### src/hw/rtl/itp_pkg.sv
// shared types, character codes and precedence helpers for the infix to postfix converter
`default_nettype none
package itp_pkg;

  localparam int STACK_DEPTH_DEF = 32;
  localparam int SYM_W = 8;

  localparam logic [SYM_W-1:0] CH_CARET = 8'h5E;  // '^'
  localparam logic [SYM_W-1:0] CH_STAR  = 8'h2A;  // '*'
  localparam logic [SYM_W-1:0] CH_SLASH = 8'h2F;  // '/'
  localparam logic [SYM_W-1:0] CH_PCT   = 8'h25;  // '%'
  localparam logic [SYM_W-1:0] CH_PLUS  = 8'h2B;  // '+'
  localparam logic [SYM_W-1:0] CH_MINUS = 8'h2D;  // '-'
  localparam logic [SYM_W-1:0] CH_OPEN  = 8'h28;  // '('
  localparam logic [SYM_W-1:0] CH_CLOSE = 8'h29;  // ')'

  localparam logic [SYM_W-1:0] CH_0 = 8'h30;
  localparam logic [SYM_W-1:0] CH_9 = 8'h39;
  localparam logic [SYM_W-1:0] CH_LA = 8'h61;
  localparam logic [SYM_W-1:0] CH_LZ = 8'h7A;
  localparam logic [SYM_W-1:0] CH_UA = 8'h41;
  localparam logic [SYM_W-1:0] CH_UZ = 8'h5A;

  typedef struct packed {
    logic             push;
    logic             pop;
    logic [SYM_W-1:0] wdata;
  } itp_stack_op_t;

  function automatic logic [1:0] prec(input logic [SYM_W-1:0] c);
    logic [1:0] p;
    p = 2'd0;
    if (c == CH_CARET) begin
      p = 2'd3;
    end else if (c == CH_STAR || c == CH_SLASH || c == CH_PCT) begin
      p = 2'd2;
    end else if (c == CH_PLUS || c == CH_MINUS) begin
      p = 2'd1;
    end
    return p;
  endfunction

  function automatic logic is_operand(input logic [SYM_W-1:0] c);
    return (c >= CH_0 && c <= CH_9) || (c >= CH_LA && c <= CH_LZ) ||
           (c >= CH_UA && c <= CH_UZ);
  endfunction

endpackage
`default_nettype wire

### src/hw/rtl/infix_to_postfix_converter_unit.sv
// infix to postfix converter: shunting-yard sequencer around a stack memory
//
// Input channel (in_valid/in_ready): one beat per infix character (kind 0)
// or per end-of-expression mark (kind 1, symbol ignored).
// Output channel (out_valid/out_ready): one beat per result; out_symbol is
// the postfix character when has_symbol is set, expr_done marks the last
// result of an end item, overflow reports a push dropped on a full stack.
// An item is first accepted and then worked on: one work step per popped
// entry, plus a closing step unless it is an end item that finds the
// stack nonempty, whose last pop also closes it. The pop rate of one
// entry per cycle, while the output is not stalled, is set by the single
// read port of the stack memory, whose registered read always holds the
// current top.
// One item is worked on at a time; in_ready is high only between items.
// A stalled receiver holds the output register and freezes the work
// sequence until the beat is taken. Reset empties the stack and drops any
// pending result; stack contents are not cleared.
`default_nettype none
module infix_to_postfix_converter_unit #(
  parameter int STACK_DEPTH = itp_pkg::STACK_DEPTH_DEF
) (
  input  wire                        clk,
  input  wire                        rst,
  input  wire                        in_valid,
  output logic                       in_ready,
  input  wire                        kind,
  input  wire [itp_pkg::SYM_W-1:0]   symbol,
  output logic                       out_valid,
  input  wire                        out_ready,
  output logic [itp_pkg::SYM_W-1:0]  out_symbol,
  output logic                       has_symbol,
  output logic                       expr_done,
  output logic                       overflow
);
  import itp_pkg::*;

  localparam int CW = $clog2(STACK_DEPTH + 1);

  localparam logic S_IDLE = 1'b0;
  localparam logic S_WORK = 1'b1;

  logic             state;
  logic             state_next;
  logic             item_kind;
  logic [SYM_W-1:0] item_sym;

  itp_stack_op_t    st_op;
  logic [SYM_W-1:0] top;
  logic [CW-1:0]    count;

  logic             slot_free;
  logic             emit;
  logic [SYM_W-1:0] e_sym;
  logic             e_has;
  logic             e_done;
  logic             e_ovf;
  logic             empty;
  logic             full;
  logic             pop_cond;

  itp_stack #(.STACK_DEPTH(STACK_DEPTH)) u_stack (
    .clk   (clk),
    .rst   (rst),
    .op    (st_op),
    .top   (top),
    .count (count)
  );

  assign in_ready  = (state == S_IDLE);
  assign slot_free = !out_valid || out_ready;
  assign empty     = (count == '0);
  assign full      = (count == CW'(STACK_DEPTH));
  // incoming operator yields to the top: higher, or equal and left-assoc
  assign pop_cond  = (prec(top) > prec(item_sym)) ||
                     ((prec(top) == prec(item_sym)) && (item_sym != CH_CARET));

  always_comb begin
    state_next = state;
    st_op      = '0;
    emit       = 1'b0;
    e_sym      = '0;
    e_has      = 1'b0;
    e_done     = 1'b0;
    e_ovf      = 1'b0;
    case (state)
      S_IDLE: begin
        if (in_valid) begin
          state_next = S_WORK;
        end
      end
      S_WORK: begin
        if (slot_free) begin
          if (item_kind) begin
            emit = 1'b1;
            if (empty) begin
              e_done     = 1'b1;
              state_next = S_IDLE;
            end else begin
              e_sym     = top;
              e_has     = 1'b1;
              st_op.pop = 1'b1;
              if (count == CW'(1)) begin
                e_done     = 1'b1;
                state_next = S_IDLE;
              end
            end
          end else if (is_operand(item_sym)) begin
            emit       = 1'b1;
            e_sym      = item_sym;
            e_has      = 1'b1;
            state_next = S_IDLE;
          end else if (item_sym == CH_CLOSE) begin
            if (empty) begin
              state_next = S_IDLE;
            end else if (top == CH_OPEN) begin
              st_op.pop  = 1'b1;
              state_next = S_IDLE;
            end else begin
              emit      = 1'b1;
              e_sym     = top;
              e_has     = 1'b1;
              st_op.pop = 1'b1;
            end
          end else if (item_sym != CH_OPEN && !empty && top != CH_OPEN && pop_cond) begin
            emit      = 1'b1;
            e_sym     = top;
            e_has     = 1'b1;
            st_op.pop = 1'b1;
          end else begin
            // push of '(' or of an operator that found nothing to pop
            state_next = S_IDLE;
            if (full) begin
              emit  = 1'b1;
              e_ovf = 1'b1;
            end else begin
              st_op.push  = 1'b1;
              st_op.wdata = item_sym;
            end
          end
        end
      end
      default: begin
        state_next = S_IDLE;
      end
    endcase
  end

  always_ff @(posedge clk) begin
    if (rst) begin
      state     <= S_IDLE;
      out_valid <= 1'b0;
    end else begin
      state <= state_next;
      if (emit) begin
        out_valid <= 1'b1;
      end else if (out_ready) begin
        out_valid <= 1'b0;
      end
    end
  end

  always_ff @(posedge clk) begin
    if (in_valid && in_ready) begin
      item_kind <= kind;
      item_sym  <= symbol;
    end
    if (emit) begin
      out_symbol <= e_sym;
      has_symbol <= e_has;
      expr_done  <= e_done;
      overflow   <= e_ovf;
    end
  end

endmodule
`default_nettype wire

### src/hw/rtl/itp_stack.sv
// operator stack: synchronous memory with a registered top-of-stack read
`default_nettype none
module itp_stack #(
  parameter int STACK_DEPTH = itp_pkg::STACK_DEPTH_DEF
) (
  input  wire                                clk,
  input  wire                                rst,
  input  itp_pkg::itp_stack_op_t             op,
  output logic [itp_pkg::SYM_W-1:0]          top,
  output logic [$clog2(STACK_DEPTH+1)-1:0]   count
);
  import itp_pkg::*;

  localparam int CW = $clog2(STACK_DEPTH + 1);
  localparam int AW = $clog2(STACK_DEPTH);

  logic [SYM_W-1:0] mem [STACK_DEPTH];
  logic [CW-1:0]    count_next;
  logic [CW-1:0]    top_idx;
  logic [AW-1:0]    raddr;

  always_comb begin
    count_next = count;
    if (op.push) begin
      count_next = count + CW'(1);
    end else if (op.pop) begin
      count_next = count - CW'(1);
    end
    top_idx = count_next - CW'(1);
    raddr   = (count_next == '0) ? '0 : top_idx[AW-1:0];
  end

  always_ff @(posedge clk) begin
    if (rst) begin
      count <= '0;
    end else begin
      count <= count_next;
    end
  end

  always_ff @(posedge clk) begin
    if (op.push) begin
      mem[count[AW-1:0]] <= op.wdata;
    end
  end

  // top always mirrors the entry below count; a push forwards its own data
  always_ff @(posedge clk) begin
    if (op.push) begin
      top <= op.wdata;
    end else begin
      top <= mem[raddr];
    end
  end

endmodule
`default_nettype wire

### config.mk
export PLATFORM = sky130hd
export DESIGN_NAME = infix_to_postfix_converter_unit
export DESIGN_NICKNAME = d
export VERILOG_FILES = /design/src/hw/rtl/itp_pkg.sv /design/src/hw/rtl/infix_to_postfix_converter_unit.sv /design/src/hw/rtl/itp_stack.sv
export SDC_FILE = /design/constraint.sdc
export NUM_CORES = 1
export LEC_CHECK = 0
export BUFFER_PORTS_ARGS = -buffer_cell sky130_fd_sc_hd__clkbuf_2
export CORE_MARGIN = 2
export CORE_UTILIZATION = 40
export CTS_BUF_LIST = sky130_fd_sc_hd__clkbuf_2
export CTS_CLUSTER_DIAMETER = 100
export DETAILED_ROUTE_END_ITERATION = 10
export MAX_ROUTING_LAYER = met4
export REMOVE_ABC_BUFFERS = 1
export SLEW_MARGIN = 15
export SYNTH_ARGS = -nofsm -noshare
export SYNTH_HDL_FRONTEND = slang
export SYNTH_SLANG_ARGS = --single-unit
### constraint.sdc
create_clock -name clk -period 6.8 [get_ports clk]
set_input_delay 1.36 -clock clk [delete_from_list [all_inputs] [get_ports clk]]
set_output_delay 1.36 -clock clk [all_outputs]
set_load 0.005 [all_outputs]
# Yosys cells after proc, flatten, opt, wreduce, memory -nomap -nowiden
# Memories as Yosys holds them, arrays and structs flattened.
# Index checks and enable logic that the tools add are counted.
[word_totals] ff_bits=36 ram_bits=256 inputBits=13 out_inout_bits=13 elab_cells=126 n_memories=1
[memory_table] name="u_stack.mem" words=32 width=8 rd=1 rd_ports_with_merged_regs=0 write_ports=1 line_no="itp_stack.sv:17" rtl="logic [SYM_W-1:0] mem [STACK_DEPTH];"
[op_classes] addsub=3 n_lt_le_gt_ge=7 n_eq_ne=20 mux=57 bitwise=2 n_reduce_logical=26
[ops] cell="$eq 8x6->1 const B" count=12
[ops] cell="$mux 8" count=12
[ops] cell="$mux 1" count=34
[ops] cell="$mux 10" count=3
[ops] cell="$eq 8x7->1 const B" count=2
[ops] cell="$ge 8x7->1 const B" count=2
[ops] cell="$le 8x7->1 const B" count=2
[ops] cell="$ne 8x6->1 const B" count=2
[ops] cell="$logic_not 6->1" count=2
[ops] cell="$mux 6" count=2
[ops] cell="$logic_or 1x1->1" count=10
[ops] cell="$ge 8x6->1 const B" count=1
[ops] cell="$le 8x6->1 const B" count=1
[ops] cell="$logic_and 1x1->1" count=8
[ops] cell="$mux 2" count=4
[ops] cell="$ne 8x7->1 const B" count=1
[ops] cell="$add 6x1->6 const B" count=1
[ops] cell="$eq 6x1->1 const B" count=1
[ops] cell="$eq 6x6->1 const B" count=1
[ops] cell="$reduce_or 6->1" count=1
[ops] cell="$sub 6x1->6 const B" count=1
[ops] cell="$mux 5" count=1
[ops] cell="$sub 5x1->5 const B" count=1
[ops] cell="$reduce_and 3->1" count=1
[ops] cell="7 further kinds" count=9

# Longest topological paths before layout
# An unclocked memory read counts as a cell.
[logic_depth] depth_word=21 mapped_depth=27 depth_no_buf=21

# Hierarchy
# From an unflattened synthesis, not the netlist that was laid out.
[unflattened] cells_unflattened=1019 hier_area_um2=12822.3
[by_module_without_submodules] mod="itp_stack" n_inst=1 cells_per_inst=871 area_each_um2=11390.9 seq_area_each_um2=7967.6
[by_module_without_submodules] mod="infix_to_postfix_converter_unit" n_inst=1 cells_per_inst=148 area_each_um2=1431.4 seq_area_each_um2=640.6

# Worst setup path after synthesis
# Ideal clock, no wire load.
[synth_timing] kind="flip-flop to flip-flop" startpoint="register item_sym[4]" endpoint="register u_stack.top[5] (netlist bit)" setup_time_ns=0.146 arrival_ns=5.236 required_ns=6.654 slack_ns=1.418 path_stages_with_launch=27 n_path_buf=5 period_less_slack_ns=5.382 cell_sequence="edfxtp_1 buf_2 nor4b_4 nand2_1 o21bai_1 a22oi_1 nor2b_1 ha_1 nand2b_1 a21oi_1 a311oi_2 a211oi_1 o22ai_1 xnor2_2 inv_1 buf_2 buf_1 buf_1 ha_1 clkbuf_1 inv_1 xnor2_1 o311ai_2 nor2b_1 a22oi_1 o211ai_1 a221oi_1"
[synth_between] elab_chain_len=21 word_cells_on_any_way=52 classes_between="add/sub: 1; order compare: 7; eq/ne: 10; mux: 19; reduce/logical: 14; memory: 1"
[synth_rtl] element="from (decl)" line_no="infix_to_postfix_converter_unit.sv:45" rtl="logic [SYM_W-1:0] item_sym;"
[synth_rtl] element="from (signal assigned)" line_no="infix_to_postfix_converter_unit.sv:165" rtl="item_sym <= symbol;"
[synth_rtl] element="$eq 8x6->1 (on tied branches)" line_no="itp_pkg.sv:37, itp_pkg.sv:35"
[synth_rtl] element="$logic_or 1x1->1 (on tied branches)" line_no="itp_pkg.sv:37, itp_pkg.sv:35"
[synth_rtl] element="$mux 1 / $logic_or 1x1->1 (equally long branches)" line_no="itp_pkg.sv:37, itp_pkg.sv:35"
[synth_rtl] element="$mux 2" line_no="itp_pkg.sv:35" rtl="end else if (c == CH_STAR || c == CH_SLASH || c == CH_PCT) begin"
[synth_rtl] element="$mux 2" line_no="itp_pkg.sv:33" rtl="if (c == CH_CARET) begin"
[synth_rtl] element="$eq 2x2->1" line_no="infix_to_postfix_converter_unit.sv:75" rtl="((prec(top) == prec(item_sym)) && (item_sym != CH_CARET));"
[synth_rtl] element="$logic_and 1x1->1" line_no="infix_to_postfix_converter_unit.sv:75"
[synth_rtl] element="$logic_or 1x1->1" line_no="infix_to_postfix_converter_unit.sv:74" rtl="assign pop_cond = (prec(top) > prec(item_sym)) ||"
[synth_rtl] element="[... 5 more ...]"
[synth_rtl] element="$mux 10 (*)" line_no="infix_to_postfix_converter_unit.sv:92" rtl="if (slot_free) begin"
[synth_rtl] element="$mux 10 (*)" line_no="infix_to_postfix_converter_unit.sv:85" rtl="case (state)"
[synth_rtl] element="$mux 6" line_no="itp_stack.sv:26" rtl="end else if (op.pop) begin"
[synth_rtl] element="$mux 6" line_no="itp_stack.sv:24" rtl="if (op.push) begin"
[synth_rtl] element="$sub 5x1->5 / $logic_not 6->1 (equally long branches)" line_no="itp_stack.sv:29, itp_stack.sv:30"
[synth_rtl] element="$mux 5" line_no="itp_stack.sv:30" rtl="raddr = (count_next == '0) ? '0 : top_idx[AW-1:0];"
[synth_rtl] element="$mem_v2 32x8"
[synth_rtl] element="$mux 8 (*)" line_no="itp_stack.sv:49" rtl="if (op.push) begin"
[synth_rtl] element="to (signal assigned)" line_no="itp_stack.sv:50" rtl="top <= op.wdata;"
[synth_rtl] element="to (signal assigned)" line_no="itp_stack.sv:52" rtl="top <= mem[raddr];"
[synth_rtl] element="to (decl)" line_no="itp_stack.sv:9" rtl="output logic [itp_pkg::SYM_W-1:0] top,"
# Every way passes the cells marked *; elsewhere a longest branch is shown, timed or not.
# A chain may end at the register's enable or synchronous reset.

# Worst setup path after layout
[layout_timing] startpoint="register item_sym[4]" endpoint="register u_stack.top[2] (netlist bit)"
# Same word-level chain as after synthesis.

==> results.cfg <==
[critical_path]
cp.required_ns = 7.54
path_class = register to register
critical_path.max_fanout = 18
end_kind = register
cp.arrival_ns = 7.07
start_kind = register

[clocking]
h-tree-depth = 3
clk_pin_slew_worst_paths_ns = 0.09
cts_sinks = 292
postCtsHoldBufs = 0
numCtsBuffers = 77
cts_resized = 0
tritoncts = done
ctsLongestPathBuffers = 3
cts_setup_buffers = 0
root_buffer = clkbuf_2
clk_latency_ns = 0.91

[global_routing]
grt_max_degree = 63
overflow = 0
grt.met1_usage_pct = 28.8
grt_pass1_vias = 8488
antenna_found_initial = 1
busiest_layer = met2
grt_use_met2_pct = 31.9
grt_pass1_wl_um = 51500
use_met3_pct = 4.35
grt.total_usage_pct = 21.2

[route]
drc = 0
routed_wire_length_per_instance_um = 22.4
drtIter0Drc = 1010
via_per_inst = 5.78
ant_nets = 0
finalWirelength_um = 34100
drtPass1Iterations = 6
dr_total_vias = 8796

[final_layout]
nets = 1082
final_layout_size_suffix_gt1_share_pct = 18.5
areaGrowthSynthToFinish_pct = 10.4
final_cell_area_sq_mm = 0.0141
fill_cells = 2875

[yosys]
yosysMostFrequentCell = edfxtp_1
synth-compound-area-share_pct = 12.7
synth_top_flop_cell = edfxtp_1
post_synth_mux_area_share_pct = 2.66
synth_top_area_share_pct = 64.9
async_flop_share_pct = 0
yosys.cell_types.count = 78
synth_edf_count = 276
synthesis.area_sq_mm = 0.0128
ys_seq_elements = 292
synth_common_cells = 276 x edfxtp_1, 139 x nand2_1, 92 x nor2_1
synth_top_family_by_area = simple AND/OR/NAND/NOR gates
syn_avg_cell_area_sq_um = 13.0
synth-simple-area-share_pct = 13.4
ys_top_cells_by_area = edfxtp_1 65%, nand2_1 4.1%, nor2_1 2.7%
synthAdderAreaFrac_pct = 0.783
seq_area_frac_synth_pct = 67.4
synth_cells = 986
synth_top_area_cell = edfxtp_1
yosys_warnings = 0
synth-xor-area-share_pct = 0.470

[floorplan]
num_io_pins = 26
core_area_sq_mm = 0.0315
die_x_um = 183
initial_core_util_pct = 40.6
core.rowCount = 65
die_area_sq_mm = 0.0334
die_y_um = 183

[timing]
setup_tns_ns = 0
min_period_over_period_pct = 93.1
worstMarginPinSlew_ns = 1.16
grt_setup_unrepaired = false
maxSlewHeadroom_pct = 22.0
layout_min_cycle_time_ns = 6.33
hold_ws_ns = 0.570
finClkSkew_ns = 0.105
fmax_mhz = 158
drv_slew = 0
setup_viol = 0
hold_viol = 0

[placed_design]
dpl_cell_area_sq_mm = 0.0134
dp_hpwl_um = 21600
gp_congestion = 0.935
port_buffers = 25

[power_and_ir_drop]
ir_drop_v = 0.000390
powerDensity_mw_per_mm2 = 469
p_leak_nw = 4.89

[job]
max-cap-violations = 0

[status]
status = complete, no violations

[hold_path]
hp-class = register to register
power breakdown:
| part | internal, mW | switching [mW] |
|---|---|---|
| clock network | 0.551 | 0.725 |
| logic | 1.08 | 2.13 |
| registers | 2.06 | 0.0766 |
metrics by stage:
stage                     total power, mW  cells  utilization, %  worst slack [ns]
after global routing                 6.94   1523            44.8             0.131
after CTS                            6.59   1522            44.8             0.572
after floorplan                      4.17    927               -             -1.21
after detailed placement             5.31   1384            42.4             0.608
final                                6.62   1523            44.8             0.469
after global placement               5.31   1384            42.4             0.688
cells by family (layout without fill, tap and decap cells):
logic type	Yosys count	count (layout)
AND/OR/NAND/NOR	372	372
adder cells (fa/ha/maj)	8	8
other	0	1
flip-flops	292	292
AO/OA/AOI/OAI	204	204
buffers and inverters	70	204
XOR/XNOR	6	6
multiplexers	34	34
flip-flops by register name (all words and copies together) (netlist names):
register,cells
expr_done,1
has_symbol,1
item_kind,1
item_sym,8
out_symbol,8
out_valid,1
overflow,1
state,1
u_stack.count,6
u_stack.mem,256
u_stack.top,8
cells in the final DEF (no fill, tap or decap), drive strengths merged, types with 4 or more instances in the layout:
master    n
nand2b    8
ha        8
clkinv   24
inv      11
o21ai    23
edfxtp  276
a32oi     8
o22ai    16
and2      6
nand2   140
a22o      5
a31oi    12
a22oi    11
buf      30
dfxtp    16
o31ai    10
a41o      7
nor2b     7
clkbuf  135
xnor2     4
o221ai   16
nand4     8
mux2i    34
a31o     10
nor2     93
or3       4
a221oi    8
nor4      5
nor3     36
a21oi    19
nand3    35
and3     22
a222oi    7
a211oi   11
a311oi    4
o211ai   17
routing by layer:
metal | vias to the layer above | wire (um)
li1 | 4027 | -
met2 | 381 | 15600
met4 | 0 | 796
met5 | - | 0
met1 | 4316 | 15100
met3 | 72 | 2650
worst max-delay path, stage by stage (launching register included):
cell and delay (ns):
edfxtp_1 0.54, nor4b_4 0.40, nand2_1 0.14, o21bai_1 0.16, a22oi_1 0.09, nor2b_1 0.14
ha_1 0.16, nand2b_1 0.11, a21oi_1 0.07, a311oi_2 0.50, a21bo_2 0.28, nor2_1 0.14
a211oi_1 0.78, ha_1 0.28, buf_4 0.24, inv_1 0.23, xnor2_1 0.22, buf_4 0.21
o311ai_2 0.30, nor2b_1 0.60, a22oi_1 0.24, o211ai_1 0.22, a221oi_1 0.15
final timing paths:
check	startpoint	end	slack, ns	cells past startpoint
worst min register to register	out_valid	out_valid	0.57	2
worst min-delay path	out_valid	out_valid	0.57	2
worst max register to register	item_sym[4]	u_stack.top[2]	0.47	22
worst max-delay path	item_sym[4]	u_stack.top[2]	0.47	22
layout make-up:
| type | count | area (sq um) | area share (%) |
|---|---|---|---|
| Sequential cell | 292 | 8610 | 61.0 |
| Multi-Input combinational cell | 624 | 3860 | 27.4 |
| Clock buffer | 110 | 551 | 3.90 |
| Tap cell | 402 | 503 | 3.56 |
| Timing Repair Buffer | 55 | 350 | 2.48 |
| Clock inverter | 28 | 196 | 1.39 |
| Inverter | 11 | 41.3 | 0.293 |
| Antenna cell | 1 | 2.50 | 0.0177 |
Note: power is estimated with default switching activity, not from simulation.
